**config.mk**
```make
export PLATFORM = sky130hd
export DESIGN_NAME = fce_ctrl
export DESIGN_NICKNAME = d
export VERILOG_FILES = /design/src/rtl/core/fce_pkg.sv /design/src/rtl/core/fce_ctrl.sv
export SDC_FILE = /design/constraint.sdc
export NUM_CORES = 1
export LEC_CHECK = 0
export ABC_AREA = 1
export BUFFER_PORTS_ARGS = -buffer_cell sky130_fd_sc_hd__buf_2
export CORE_MARGIN = 3
export CORE_UTILIZATION = 39
export DETAILED_ROUTE_END_ITERATION = 10
export PLACE_DENSITY_LB_ADDON = 0.3
export SETUP_SLACK_MARGIN = 0.1
export SLEW_MARGIN = 20
export SYNTH_ARGS = -nofsm -noshare
export SYNTH_HDL_FRONTEND = slang
export SYNTH_SLANG_ARGS = --single-unit
```
**constraint.sdc**
```tcl
create_clock -name i_clk -period 2.1 [get_ports i_clk]
set_input_delay 0.105 -clock i_clk [delete_from_list [all_inputs] [get_ports i_clk]]
set_output_delay 0.105 -clock i_clk [all_outputs]
set_load 0.02 [all_outputs]
```
**src/rtl/core/fce_pkg.sv**
```systemverilog
`timescale 1ns / 1ps
// shared constants, codes and controller/datapath interface types of the cluster table engine
package fce_pkg;

    localparam int TABLE_ENTRIES = 4096;
    localparam int TABLE_AW      = $clog2(TABLE_ENTRIES);

    localparam int ACT_W   = 3;
    localparam int ENTRY_W = 16;
    localparam int CNT_W   = 13;
    localparam int ST_W    = 2;

    localparam int IN_FIELDS_W  = ACT_W + 2 * ENTRY_W;
    localparam int IN_TDATA_W   = ((IN_FIELDS_W + 7) / 8) * 8;
    localparam int OUT_FIELDS_W = ENTRY_W + ST_W + CNT_W;
    localparam int OUT_TDATA_W  = ((OUT_FIELDS_W + 7) / 8) * 8;

    localparam int APB_AW = 3;
    localparam int APB_DW = 32;

    localparam logic [ENTRY_W-1:0] LINK_EOC   = 16'hFFFF;
    localparam logic [ENTRY_W-1:0] LINK_FREE  = 16'h0000;
    localparam logic [ENTRY_W-1:0] FIRST_DATA = 16'd2;

    localparam logic [ACT_W-1:0] ACT_READ   = 3'd0;
    localparam logic [ACT_W-1:0] ACT_WRITE  = 3'd1;
    localparam logic [ACT_W-1:0] ACT_ALLOC  = 3'd2;
    localparam logic [ACT_W-1:0] ACT_EXTEND = 3'd3;
    localparam logic [ACT_W-1:0] ACT_FREE   = 3'd4;

    localparam logic [ST_W-1:0] ST_OK     = 2'd0;
    localparam logic [ST_W-1:0] ST_FULL   = 2'd1;
    localparam logic [ST_W-1:0] ST_RANGE  = 2'd2;
    localparam logic [ST_W-1:0] ST_BROKEN = 2'd3;

    typedef enum logic [3:0] {
        OP_NOP,
        OP_CLEAR,
        OP_READ,
        OP_RD_DATA,
        OP_WRITE,
        OP_SEEK_INIT,
        OP_SEEK,
        OP_LINK,
        OP_EOC,
        OP_FREE_RD,
        OP_FREE_DATA,
        OP_OUT
    } t_op;

    typedef struct packed {
        t_op             op;
        logic            in_ready;
        logic            set_st;
        logic [ST_W-1:0] st;
    } t_cmd;

    typedef struct packed {
        logic             in_fire;
        logic [ACT_W-1:0] action;
        logic             cl_ok;
        logic             cl_data_ok;
        logic             cl_eoc;
        logic             seek_hit;
        logic             seek_end;
        logic             nxt_eoc;
        logic             nxt_bad;
        logic             steps_end;
        logic             clr_last;
        logic             out_free;
    } t_sts;

endpackage

```
**src/rtl/core/fce_ctrl.sv**
```systemverilog
`timescale 1ns / 1ps
// controller state machine of the cluster table engine
module fce_ctrl import fce_pkg::*; (
    input  logic i_clk,
    input  logic i_rst_n,
    input  t_sts i_sts,
    output t_cmd o_cmd
);

    typedef enum logic [3:0] {
        S_CLEAR,
        S_IDLE,
        S_EXEC,
        S_RD_DATA,
        S_SEEK,
        S_LINK,
        S_EOC,
        S_FREE_RD,
        S_FREE_DATA,
        S_RESP
    } t_state;

    t_state r_state;
    t_state n_state;

    always_comb begin
        n_state         = r_state;
        o_cmd.op        = OP_NOP;
        o_cmd.in_ready  = 1'b0;
        o_cmd.set_st    = 1'b0;
        o_cmd.st        = ST_OK;
        unique case (r_state)
            S_CLEAR: begin
                o_cmd.op = OP_CLEAR;
                if (i_sts.clr_last) begin
                    n_state = S_IDLE;
                end
            end
            S_IDLE: begin
                o_cmd.in_ready = 1'b1;
                if (i_sts.in_fire) begin
                    n_state = S_EXEC;
                end
            end
            S_EXEC: begin
                unique case (i_sts.action)
                    ACT_READ: begin
                        if (i_sts.cl_ok) begin
                            o_cmd.op = OP_READ;
                            n_state  = S_RD_DATA;
                        end else begin
                            o_cmd.set_st = 1'b1;
                            o_cmd.st     = ST_RANGE;
                            n_state      = S_RESP;
                        end
                    end
                    ACT_WRITE: begin
                        if (i_sts.cl_ok) begin
                            o_cmd.op = OP_WRITE;
                        end else begin
                            o_cmd.set_st = 1'b1;
                            o_cmd.st     = ST_RANGE;
                        end
                        n_state = S_RESP;
                    end
                    ACT_ALLOC: begin
                        o_cmd.op = OP_SEEK_INIT;
                        n_state  = S_SEEK;
                    end
                    ACT_EXTEND: begin
                        if (i_sts.cl_data_ok) begin
                            o_cmd.op = OP_SEEK_INIT;
                            n_state  = S_SEEK;
                        end else begin
                            o_cmd.set_st = 1'b1;
                            o_cmd.st     = ST_RANGE;
                            n_state      = S_RESP;
                        end
                    end
                    ACT_FREE: begin
                        if (i_sts.cl_eoc) begin
                            n_state = S_RESP;
                        end else if (i_sts.cl_data_ok) begin
                            n_state = S_FREE_RD;
                        end else begin
                            o_cmd.set_st = 1'b1;
                            o_cmd.st     = ST_RANGE;
                            n_state      = S_RESP;
                        end
                    end
                    default: begin
                        n_state = S_RESP;
                    end
                endcase
            end
            S_RD_DATA: begin
                o_cmd.op = OP_RD_DATA;
                n_state  = S_RESP;
            end
            S_SEEK: begin
                o_cmd.op = OP_SEEK;
                if (i_sts.seek_hit) begin
                    n_state = (i_sts.action == ACT_EXTEND) ? S_LINK : S_EOC;
                end else if (i_sts.seek_end) begin
                    o_cmd.set_st = 1'b1;
                    o_cmd.st     = ST_FULL;
                    n_state      = S_RESP;
                end
            end
            S_LINK: begin
                o_cmd.op = OP_LINK;
                n_state  = S_EOC;
            end
            S_EOC: begin
                o_cmd.op = OP_EOC;
                n_state  = S_RESP;
            end
            S_FREE_RD: begin
                o_cmd.op = OP_FREE_RD;
                n_state  = S_FREE_DATA;
            end
            S_FREE_DATA: begin
                o_cmd.op = OP_FREE_DATA;
                if (i_sts.nxt_eoc) begin
                    n_state = S_RESP;
                end else if (i_sts.nxt_bad || i_sts.steps_end) begin
                    o_cmd.set_st = 1'b1;
                    o_cmd.st     = ST_BROKEN;
                    n_state      = S_RESP;
                end else begin
                    n_state = S_FREE_RD;
                end
            end
            S_RESP: begin
                if (i_sts.out_free) begin
                    o_cmd.op = OP_OUT;
                    n_state  = S_IDLE;
                end
            end
            default: begin
                n_state = S_IDLE;
            end
        endcase
    end

    always_ff @(posedge i_clk) begin
        if (!i_rst_n) begin
            r_state <= S_CLEAR;
        end else begin
            r_state <= n_state;
        end
    end

endmodule

```
-- Yosys cells after proc, flatten, opt, wreduce, memory -nomap -nowiden
Index checks and enable logic that the tools add are counted.
- flip-flop bits (word level): 4
- output and inout bits: 8
- word-level logic and storage cells: 54
- equal/unequal tests: 17
- mux-type cells: 30
- reduce and logical (&&, ||, !) cells: 6
- operator list (cell ; number):
    $pmux W4 S9 ; 2
    $mux W4 ; 12
    $mux W3 ; 9
    $pmux W3 S3 ; 2
    $eq A4 B3 Y1 const B ; 4
    $pmux W4 S4 ; 1
    $pmux W3 S4 ; 1
    $eq A4 B2 Y1 const B ; 2
    $eq A4 B4 Y1 const B ; 2
    $eq A3 B2 Y1 const B ; 2
    $ne A2 B2 Y1 const B ; 3
    $eq A4 B1 Y1 const B ; 1
    $logic_not A4 Y1 ; 1
    $mux W2 ; 2
    $reduce_and A4 Y1 ; 1
    $reduce_or A2 Y1 ; 2
    $eq A3 B1 Y1 const B ; 1
    $eq A3 B3 Y1 const B ; 1
    $logic_not A3 Y1 ; 1
    $ne A3 B3 Y1 const B ; 1
    $logic_or A1 B1 Y1 ; 1
    $mux W1 ; 1

-- Depth between registers and ports, before layout
Gate-level depths: netlist (run 1).
- depth after elaboration: 4
- gate-level depth with buffers: 9
- gate-level depth less buffers: 9

-- Worst setup path after synthesis (run 1)
Ideal clock, no wire load.
- kind: reg-to-output
- from: register r_state[3]
- to: output o_cmd[0] (netlist bit)
- arrival: 1.269 ns
- required time: 1.995 ns
- setup slack: 0.726 ns
- cell stages (with the launch flop): 6
- path buffers: 0
- cell sequence: dfxtp_1 > inv_2 > nand2_2 > nor2_2 > nand2_1 > o21ai_0
- RTL lines (what ; RTL line ; RTL):
    start: declaration ; fce_ctrl.sv:23 ; t_state r_state;
    start signal: assignment ; fce_ctrl.sv:150 ; r_state <= n_state;
    end: declaration ; fce_ctrl.sv:7 ; output t_cmd o_cmd

==> results.md, run 1 <==
Status:
- The flow ran to the end, and the final reports show no timing, DRC or antenna violations.

Clocking:
- The number of clock buffers inserted by TritonCTS is 3.
- The clock transition time at the flip-flop clock pins of the worst setup and hold paths is 0.03 ns.
- Counting every sink on the clock net gives 4.
- The hold-fix buffer count after cts is 0.
- The number of H-tree branching levels is 1.
- The clock tree from TritonCTS is done.
- Post-CTS repair changed the size of 0 cells.
- The number of buffers inserted to repair setup after CTS is 0.
- The clock reaches the later pin of the worst-skew pair after 0.23 ns.
- The clock tree buffer depth is 2.
- The cell at the root of the clock tree is clkbuf_4.

Critical path:
- The dominant delay contributor by cell family on the critical path is simple AND/OR/NAND/NOR gates.
- The largest single stage delay on the critical path is 0.36 ns.
- Along the worst path, the maximum fanout reaches 6.
- The critical path required time is 2.00 ns.
- The number of buffers and inverters on the critical path is 2.
- Data arrives at the worst endpoint at 1.51 ns.
- The launching element type of the critical path is a flop.
- The class of the most critical setup path is reg2out.
- The kind of end point of the critical path is a primary output.
- For this design, the slowest cell found on the critical path is dfxtp_1.
- The signal on the critical path passes through inv_2, nand2_2, nor2_2, nand2_1, o21ai_0, buf_2.

Die:
- The area of the die is 2304 um2.
- The floorplan die width is 48.01 um.
- The number of standard-cell rows in the floorplan is 14.
- The core box area is 1577 um2.
- The boundary pin count is 24.
- For this configuration, the core starts out at a cell density of 0.4365.
- The die height is 48.01 um.

Logic synthesis:
- During synthesis, Yosys emitted a total of 0 warnings.
- Counting distinct cell types in the post-synthesis netlist gives 19.
- The synthesized netlist cell count is approximately 130.
- The share of the Yosys chip area taken by registers is 0.1164.
- The proportion of synthesized flip-flops having asynchronous set or reset is 0.
- The most used flip-flop cell after synthesis is dfxtp_1.
- The number of flops mapped to enable cells by yosys is 0.
- The mapped cell area is 688.2 um2.
- Each instance of the synthesized netlist takes up on average approximately 5.3 um2.
- Counting flops and latches in the post-synthesis netlist gives 4.
- Synthesis produced a netlist with a net count of 147.

Timing:
- The minimum period implied by the final worst setup slack is approximately 1.6 ns.
- On the final layout, the worst clock skew is 0.004439 ns.
- Setup violations remaining at the end of the flow were counted as 0.
- Setup repair after global routing left no endpoint under its margin.
- For the final routed database, the setup TNS stands at 0 ns.
- Measured against its own limit, the worst slew margin works out to 0.8053.
- Of the available clock period, the critical path in the final layout requires 0.7667.
- The transition time at the pin with the least slew margin is roughly 0.29 ns.
- The number of hold violations in the final report is 0.
- Timing would allow up to 621.1 MHz.
- After layout, the worst setup slack is a little under 0.5 ns.
- The number of max-slew violations in the final report came to 0.

Finish:
- The share of cells above drive strength 1 is 0.2930.
- Relative to the synthesized area, the layout overhead comes to 22.91%.
- Leaving out fill and tap cells, the most frequent cells in the layout are nand2_1 (36), buf_2 (23), inv_1 (20), nor2_1 (20), nand3_1 (15).
- The most common library cell in the layout ignoring fill and taps is nand2_1.
- In the final layout, the multi-input gates occupy about 520 um2.
- The largest register by flop count is r_state.
- 0 antenna diodes ended up in the layout.
- The total number of nets in the final design is 175.
- The fill cell instance count of the final layout is 175.
- The number of flip-flops in the largest register is 4.
- The final cell count without fillers is approximately 170.
- The largest registers in the layout are r_state x4.
- The finished cells cover about 850 um2.
- The sequential cells in the finished layout cover a total of 80.08 um2.

GRT:
- Entering global routing, the biggest net connects 8 pins.
- The first global-routing pass estimated 2863 um of wire.
- The via count of the first global-routing pass is 719.
- The global route total overflow is 0.
- The total global routing track utilization is 0.1713.
- The number of antenna violations at the first check in global routing is 0.

Detailed routing:
- The average vias per placed instance is 5.052.
- For this block, the initial DRC count from the detailed router was 30.
- The first TritonRoute pass finished after 4 iterations.
- In this run the remaining antenna-violating nets after routing total 0.
- The via count is 874.
- The total length of routed wires is 1791 um.
- The per-cell routed wire length is 10.35 um.
- For this run, design rule violations remaining after detail routing come to 0.

Power and ir drop:
- The peak supply drop is 602.5 uV.
- The power density over the cells is 1004 nW/um2.
- In this run the static leakage power is 0.5282 nW.
- The power consumption is approximately 850 uW.

Place:
- The number of placed cells counting well taps is 170.
- The global placement routability congestion is 0.8161.
- Port buffering added 23 buffers.
- Detailed placement ended at an HPWL of 1537 um.
- The placed instances occupy a cell area of 823.3 um2.
- At the placement stage, the worst setup path has a slack of 0.7328 ns.

Hold path:
- The worst hold path belongs to the class in2reg.

Run:
- The count of max-cap constraint violations is 0.
==> cell type report <==
cell class	instances	area share
Clock buffer	3	0.02663
Inverter	24	0.1065
Multi-Input combinational cell	103	0.6124
Sequential cell	4	0.09467
Tap cell	16	0.02367
Timing Repair Buffer	23	0.1361
==> worst min-delay path: stages <==
cell	delay [ns]
buf_2	0.10
nand2_1	0.06
inv_1	0.04
==> routing by layer <==
layer	vias to the layer above	part of all wire	global-route usage	routed length, um
met5	-	0	0	0
met4	0	0	0.01613	0
met3	0	0.041	0.04511	74
met2	25	0.48	0.2902	867
met1	380	0.47	0.2247	849
li1	469	-	-	-
==> report_power, final <==
part	switching, mW	internal [mW]	total, mW
Combinational	0.406	0.211	0.617
Clock	0.0290	0.0638	0.0928
Sequential	0.0379	0.102	0.139
==> path summary, 6_finish.rpt <==
| check | end | slack, ns | startpoint | cells past startpoint |
|---|---|---|---|---|
| max reg2reg | r_state[2] | 0.76 | r_state[3] | 9 |
| max | o_cmd[0] | 0.49 | r_state[3] | 6 |
| min | r_state[2] | 0.11 | i_rst_n | 3 |
| min reg2reg | r_state[0] | 0.63 | r_state[0] | 4 |
==> cells in the mapped netlist (2+ instances only) <==
cell	number	area (um2)
a21oi_1	2	10.01
dfxtp_1	4	80.08
inv_1	20	75.07
inv_2	4	15.01
nand2_1	36	135.1
nand2_2	4	25.02
nand2_4	4	45.04
nand3_1	15	75.07
nand4_1	5	31.28
nor2_1	20	75.07
nor2_2	5	31.28
nor2_4	2	22.52
o211ai_1	2	15.01
o21ai_0	3	15.01
==> logic make-up after synthesis <==
logic type / share of synthesized area
AO/OA/AOI/OAI: 0.07816
flip-flops: 0.1164
AND/OR/NAND/NOR: 0.6745
buffers and inverters: 0.1309
==> metrics by stage <==
stage	util	hold slack (ns)
after floorplan	-	0.2026
after global placement	0.5222	0.3343
after detailed placement	0.5222	0.3460
after CTS	0.5365	0.1089
after global routing	0.5365	0.1303
final	0.5365	0.1122
(Power assumes the default switching activity.)
==> run 2, diff against run 1 <==
==> constraint.sdc (replaced) <==
create_clock -name i_clk -period 1.55 [get_ports i_clk]
set_input_delay 0.0775 -clock i_clk [delete_from_list [all_inputs] [get_ports i_clk]]
set_output_delay 0.0775 -clock i_clk [all_outputs]
set_load 0.02 [all_outputs]
==> results.md, run 2 (same netlist as run 1, synthesis figures left out) <==
Status:
- The run finished with clean final reports.

Clocking:
- The number of clock buffers inserted by TritonCTS is 3 (unchanged).
- The clock tree from TritonCTS is done.
- CTS placed an instance of clkbuf_4 at the clock tree root.
- The clock network latency to the later pin of the worst-skew pair is 0.24 ns (about the same).
- The number of H-tree branching levels is 1 (unchanged).
- The clock tree buffer depth was 2 (unchanged).
- The clock transition time at the flip-flop clock pins of the worst setup and hold paths came to 0.03 ns (about the same).
- The clock sink count is 4 (unchanged).

Critical path:
- The critical path's largest stage delay came to 0.33 ns (-0.03 ns).
- The critical-path maximum fanout is 5 (-1).
- The critical path required time is 1.47 ns (-0.53 ns).
- The data arrival time of the worst path is 1.33 ns (-0.18 ns).
- The critical path goes through inv_2, nand2_4, nor2_4, nand3_1, o2111ai_1, buf_4.
- The launching element type of the critical path is a flop.
- The number of buffers and inverters on the critical path is 2 (unchanged).
- The class of the most critical setup path is reg2out.
- The kind of end point of the critical path is a primary output.
- On the critical path the largest part of the delay comes from flip-flops.
- The slowest cell on the critical path is dfxtp_2.

Power and ir drop:
- The peak supply drop is 1028 uV (+71%).
- The leakage power of the design is 0.5732 nW (+8.5%).
- The power density over the cells is 1431 nW/um2 (+43%).

Detailed routing:
- The average vias per placed instance is 5.228 (+3.5%).
- The DRC violation count after routing is 0 (unchanged).
- The number of detailed-routing iterations run before antenna repair is 4 (unchanged).
- The total length of routed wires is 1982 um (+11%).
- The DRC violation total after the first TritonRoute iteration was 38 (+27%).
- The via count is 941 (+7.7%).
- The per-cell routed wire length is 11.01 um (+6.4%).
- The number of routed nets with antenna violations is 0 (unchanged).

Hold path:
- The type of the worst min-delay path is in2reg.

Timing:
- The max-slew headroom at the worst pin is 0.8211 (+0.01580).
- The number of hold violations in the final report is 0 (unchanged).
- Setup repair after global routing left no endpoint under its margin.
- The worst clock skew on the final layout is 0.005767 ns (+0.001328 ns).
- Counting I/O delays and the setup requirement, the final critical path takes 1.408 ns.
- The number of endpoints failing setup at the final stage is 0 (unchanged).
- Based on the critical path, the design can be clocked at up to 710.1 MHz.
- The worst hold slack is 0.06820 ns (-0.04399 ns).
- The total negative slack came to 0 ns (unchanged).
- The number of max-slew violations in the final report came to 0 (unchanged).
- In the finished design, the share of the clock period the worst path needs comes to 0.9085.
- The final setup slack of the worst path is 0.1418 ns (-0.3481 ns).
- The transition time at the pin with the least slew margin was 0.2673 ns (-0.02361 ns).

Finish:
- The share of cells above drive strength 1 was 0.3780 (+0.08506).
- The largest register by flop count is r_state.
- The largest registers in the layout are r_state x4.
- The final cell count without fillers is 180 (+4.0%).
- The number of flip-flops in the largest register is 4 (unchanged).
- The most common library cell in the layout ignoring fill and taps is nand2_1.
- From synthesis to final layout, the design area changed by 40.73%.
- The total number of nets in the final design is 182 (+4.0%).
- The number of antenna repair diodes is 0 (unchanged).
- The post-route cell area is 968.4 um2 (+14%).
- The fill cell instance count of the final layout is 145 (-17%).
- Leaving out fill and tap cells, the most frequent cells in the layout are nand2_1 (34), nor2_1 (20), inv_1 (19), buf_2 (19), nand3_1 (14).

GRT:
- The pin count of the biggest net entering global routing came to 7 (-1).
- The global route total overflow was 0 (unchanged).
- The global-route wire length before repair is 2911 um (+1.7%).
- The number of antenna violations at the first check in global routing is 0 (unchanged).
- The via count of the first global-routing pass is 743 (+3.3%).
- The total global routing track utilization is 0.1787 (+0.007412).

Die:
- The die height is 48.01 um (unchanged).
- The core box area is 1577 um2 (unchanged).
- The area of the die is 2304 um2 (unchanged).
- The floorplan die width is 48.01 um (unchanged).
- The number of standard-cell rows in the floorplan is 14 (unchanged).
- The effective utilization at floorplan came to 0.4365 (unchanged).
- The boundary pin count was 24 (unchanged).

Place:
- The HPWL reported at the end of detailed placement is 1481 um (-3.6%).
- The number of placed cells counting well taps was 170 (unchanged).
- The area after detailed placement is 823.3 um2 (unchanged).
- The total of buffers placed on input and output ports is 23 (unchanged).
- The global placement routability congestion came to 0.8001 (-2.0%).
- The post-placement worst setup slack is 0.2509 ns (-0.4819 ns).

Run:
- The count of max-cap constraint violations was 0 (unchanged).
[run 2: cell count changes in the layout (fill, tap and decap cells not counted), sizes merged]
cell,change
buf,+7
[run 2: area by class of cell]
type,count,area [um2],share of cell area
Tap cell,16,20.02,0.02067
Timing Repair Buffer,30,177.7,0.1835
Multi-Input combinational cell,103,563.0,0.5814
Sequential cell,4,90.09,0.09302
Inverter,24,95.09,0.09819
Clock buffer,3,22.52,0.02326
[run 2: per-stage QoR]
step                power, mW  utilization
floorplan              0.8243            -
global placement        1.018       0.5222
detailed placement      1.026       0.5222
CTS                     1.208       0.5571
global route            1.512       0.6143
finish                  1.386       0.6143
[run 2: final timing paths]
check,startpoint,end,slack [ns],cells after the start
max,r_state[2],o_cmd[4],0.14,6
min,i_rst_n,r_state[2],0.07,3
max reg2reg,r_state[1],r_state[0],0.23,10
min reg2reg,r_state[0],r_state[0],0.62,4
[run 2: where the power goes]
group          internal (mW)  total (mW)  switching [mW]  leakage [nW]
clock network         0.0866       0.130          0.0438        0.0138
registers              0.152       0.217          0.0646        0.0350
logic                  0.400        1.04           0.638         0.524
total                  0.639        1.39           0.747         0.573
[run 2: what timing repair did]
action,CTS,global route
pin swaps,2,5
hold buffers,0,0
resized for setup,5,19
setup endpoints to repair,5,8
setup buffers,2,5
[run 2: tightest hold or removal path, stage by stage]
cell,delay (ns)
buf_2,0.10
nand2_1,0.06
inv_1,0.04
[run 2: metal layers]
layer | up-vias | global-route usage | wire length, um
li1 | 483 | - | -
met1 | 418 | 0.2220 | 841
met2 | 36 | 0.2982 | 972
met3 | 4 | 0.03383 | 130
met4 | 0 | 0.07527 | 38
met5 | - | 0 | 0
==> run 3, diff against run 2 <==
--- a/config.mk
+++ b/config.mk
@@ -8,7 +8,7 @@
 export ABC_AREA = 1
 export BUFFER_PORTS_ARGS = -buffer_cell sky130_fd_sc_hd__buf_2
 export CORE_MARGIN = 3
-export CORE_UTILIZATION = 39
+export CORE_UTILIZATION = 48
 export DETAILED_ROUTE_END_ITERATION = 10
 export PLACE_DENSITY_LB_ADDON = 0.3
 export SETUP_SLACK_MARGIN = 0.1
==> results.md, run 3 (same netlist as run 1, synthesis figures left out) <==
Status:
- The run finished, with violations left.
- The checks that failed: setup timing.

Clocking:
- The clock sink count is 4 (unchanged).
- The clock transition time at the flip-flop clock pins of the worst setup and hold paths is 0.04 ns (about the same).
- The clock tree buffer depth is 2 (unchanged).
- The number of H-tree branching levels is 1 (unchanged).
- The clock network latency to the later pin of the worst-skew pair is 0.24 ns (about the same).
- The number of clock buffers inserted by TritonCTS is 3 (unchanged).
- TritonCTS built the clock tree.
- The root buffer cell chosen for the clock tree is clkbuf_4.
- The hold-fix buffer count after cts is 0 (unchanged).

Power and ir drop:
- The peak supply drop is 1131 uV (+10%).
- The power spent charging and discharging nets was 786.5 uW (+5.3%).
- The power density over the cells is 1475 nW/um2 (+3.1%).
- The part of the power in the clock network is 0.093 (about the same).
- The combinational group share of total power came to 0.754 (+0.005).
- The sequential cell fraction of total power was 0.153 (-0.004).
- The switching power as a share of total power was 0.5498 (+0.01098).
- The internal power is 644.0 uW (+0.78%).
- The leakage power of the design is 0.5776 nW (+0.77%).

Detailed routing:
- The number of routed nets with antenna violations came to 0 (unchanged).
- The via count is 1004 (+6.7%).
- The DRC violation total after the first TritonRoute iteration is 46 (+21%).
- The total length of routed wires is 2300 um (+16%).
- The number of detailed-routing iterations run before antenna repair is 4 (unchanged).
- The average vias per placed instance is 5.609 (+7.3%).
- The DRC violation count after routing is 0 (unchanged).
- The per-cell routed wire length came to 12.85 um (+17%).

Timing:
- The total negative slack is -0.006893 ns (-0.006893 ns).
- The maximum clock rate is 642.3 MHz (-9.6%).
- The worst clock skew on the final layout came to 0.005536 ns (-0.0002313 ns).
- The minimum period implied by the final worst setup slack is 1.557 ns (+0.1487 ns).
- The transition time at the pin with the least slew margin came to 0.3119 ns (+0.04457 ns).
- The number of hold violations in the final report is 0 (unchanged).
- The fraction of the cycle the final worst path needs is 1.004 (+0.09594).
- The number of endpoints failing setup at the final stage is 1 (+1).
- The max-slew headroom at the worst pin was 0.7913 (-0.02982).
- The number of max-slew violations in the final report is 0 (unchanged).
- The final setup slack of the worst path is -0.006893 ns (-0.1487 ns).

Finish:
- The most common library cell in the layout ignoring fill and taps is nand2_1.
- The final cell count without fillers came to 179 (-0.56%).
- The number of antenna repair diodes came to 0 (unchanged).
- The library cells used most frequently in the layout, excluding fill and tap cells, are nand2_1 (33), buf_2 (21), nor2_1 (20), inv_1 (19), nand3_1 (13).
- The share of cells above drive strength 1 was 0.3902 (+0.01220).
- The largest registers in the layout are r_state x4.
- Counting flops per register, the top entry is r_state.
- The number of flip-flops in the largest register is 4 (unchanged).
- The area added between synthesis and finish is 40.91%.
- The total number of nets in the final design came to 182 (unchanged).
- The post-route cell area is 969.7 um2 (+0.13%).

Die:
- The number of standard-cell rows in the floorplan is 13 (-1).
- The die height is 43.87 um (-8.6%).
- The boundary pin count is 24 (unchanged).
- The effective utilization at floorplan came to 0.5223 (+0.08581).
- The floorplan die width is 43.87 um (-8.6%).
- The core box area is 1318 um2 (-16%).
- The area of the die is 1924 um2 (-17%).

GRT:
- The number of antenna violations at the first check in global routing was 0 (unchanged).
- The routing layer with the top usage in global route is met2.
- The via count of the first global-routing pass is 833 (+12%).
- The pin count of the biggest net entering global routing is 8 (+1).
- The total global routing track utilization is 0.2252 (+0.04648).
- The met1 track utilization from global routing is 0.2649 (+0.04287).
- The global-route wire length before repair is 3325 um (+14%).
- The routing usage on met3 came to 0.04149 (+0.007659).
- The routing usage on met2 is 0.3576 (+0.05941).
- The global route total overflow is 0 (unchanged).

Critical path:
- The data arrival time of the worst path is 1.48 ns (+0.15 ns).
- The critical-path maximum fanout is 6 (+1).
- STA classifies the critical path endpoint as a primary output.
- STA classifies the critical path startpoint as a flop.
- The cell depth of the worst flop-to-flop path is 10 (unchanged).
- The class of the most critical setup path is reg2out.
- The critical path required time is 1.47 ns (about the same).

Place:
- The area after detailed placement is 822.0 um2 (-0.15%).
- The total of buffers placed on input and output ports is 23 (unchanged).
- The global placement routability congestion is 0.8723 (+9.0%).
- The HPWL reported at the end of detailed placement is 1613 um (+8.9%).
- The number of placed cells counting well taps came to 169 (-0.59%).

Run:
- The count of max-cap constraint violations is 0 (unchanged).

Hold path:
- The depth of the worst hold-timing path is 3 (unchanged).
- The type of the worst min-delay path is in2reg.
-- run 3: per-layer routing --
| metal | share of wire | up-vias |
|---|---|---|
| met5 | 0 | - |
| met4 | 0.073 | 0 |
| met3 | 0.074 | 22 |
| met2 | 0.48 | 63 |
| met1 | 0.38 | 439 |
| li1 | - | 480 |
-- run 3: what timing repair did --
| action | in CTS | in global routing |
|---|---|---|
| buffers inserted | 1 | 6 |
| gates resized for setup | 9 | 14 |
| pin swaps | 2 | 5 |
| endpoints found under the setup margin | 6 | 9 |
-- run 3: area by class of cell --
| cell class | instances | area, um2 |
|---|---|---|
| Clock buffer | 3 | 22.52 |
| Timing Repair Buffer | 30 | 172.7 |
| Multi-Input combinational cell | 103 | 570.5 |
| Inverter | 24 | 97.59 |
| Sequential cell | 4 | 87.58 |
| Tap cell | 15 | 18.77 |
| Fill cell | 111 | 347.8 |
-- run 3: final timing paths --
kind               from         end  slack (ns)
max          r_state[3]    o_cmd[4]      -0.007
min             i_rst_n  r_state[2]        0.06
max reg2reg  r_state[3]  r_state[0]        0.21
min reg2reg  r_state[0]  r_state[3]        0.79
-- run 3: power by group through the flow --
stage / logic, mW / clock network [mW] / registers [mW]
2_1_floorplan: 0.647 / 0 / 0.177
3_3_place_gp: 0.825 / 0 / 0.185
3_5_place_dp: 0.845 / 0 / 0.187
4_1_cts: 0.915 / 0.135 / 0.192
5_1_grt: 1.17 / 0.142 / 0.222
6_report: 1.08 / 0.133 / 0.219
-- run 3: critical path: stages, from the launching register on --
cell and delay (ns):
dfxtp_2 0.39, inv_2 0.09, nand2_4 0.10, inv_2 0.07, a21oi_1 0.22, o2111ai_1 0.18, buf_4 0.20
-- run 3: metrics by stage --
stage	hold slack [ns]	utilization	setup WS, ns	power [mW]
final	0.05886	0.7360	-0.006893	1.431
after global routing	0.08603	0.7360	-0.03990	1.532
after CTS	0.05717	0.6714	0.1040	1.242
after detailed placement	0.3003	0.6239	0.2645	1.032
after global placement	0.2961	0.6239	0.2674	1.010
after floorplan	0.1751	-	0.2033	0.8243
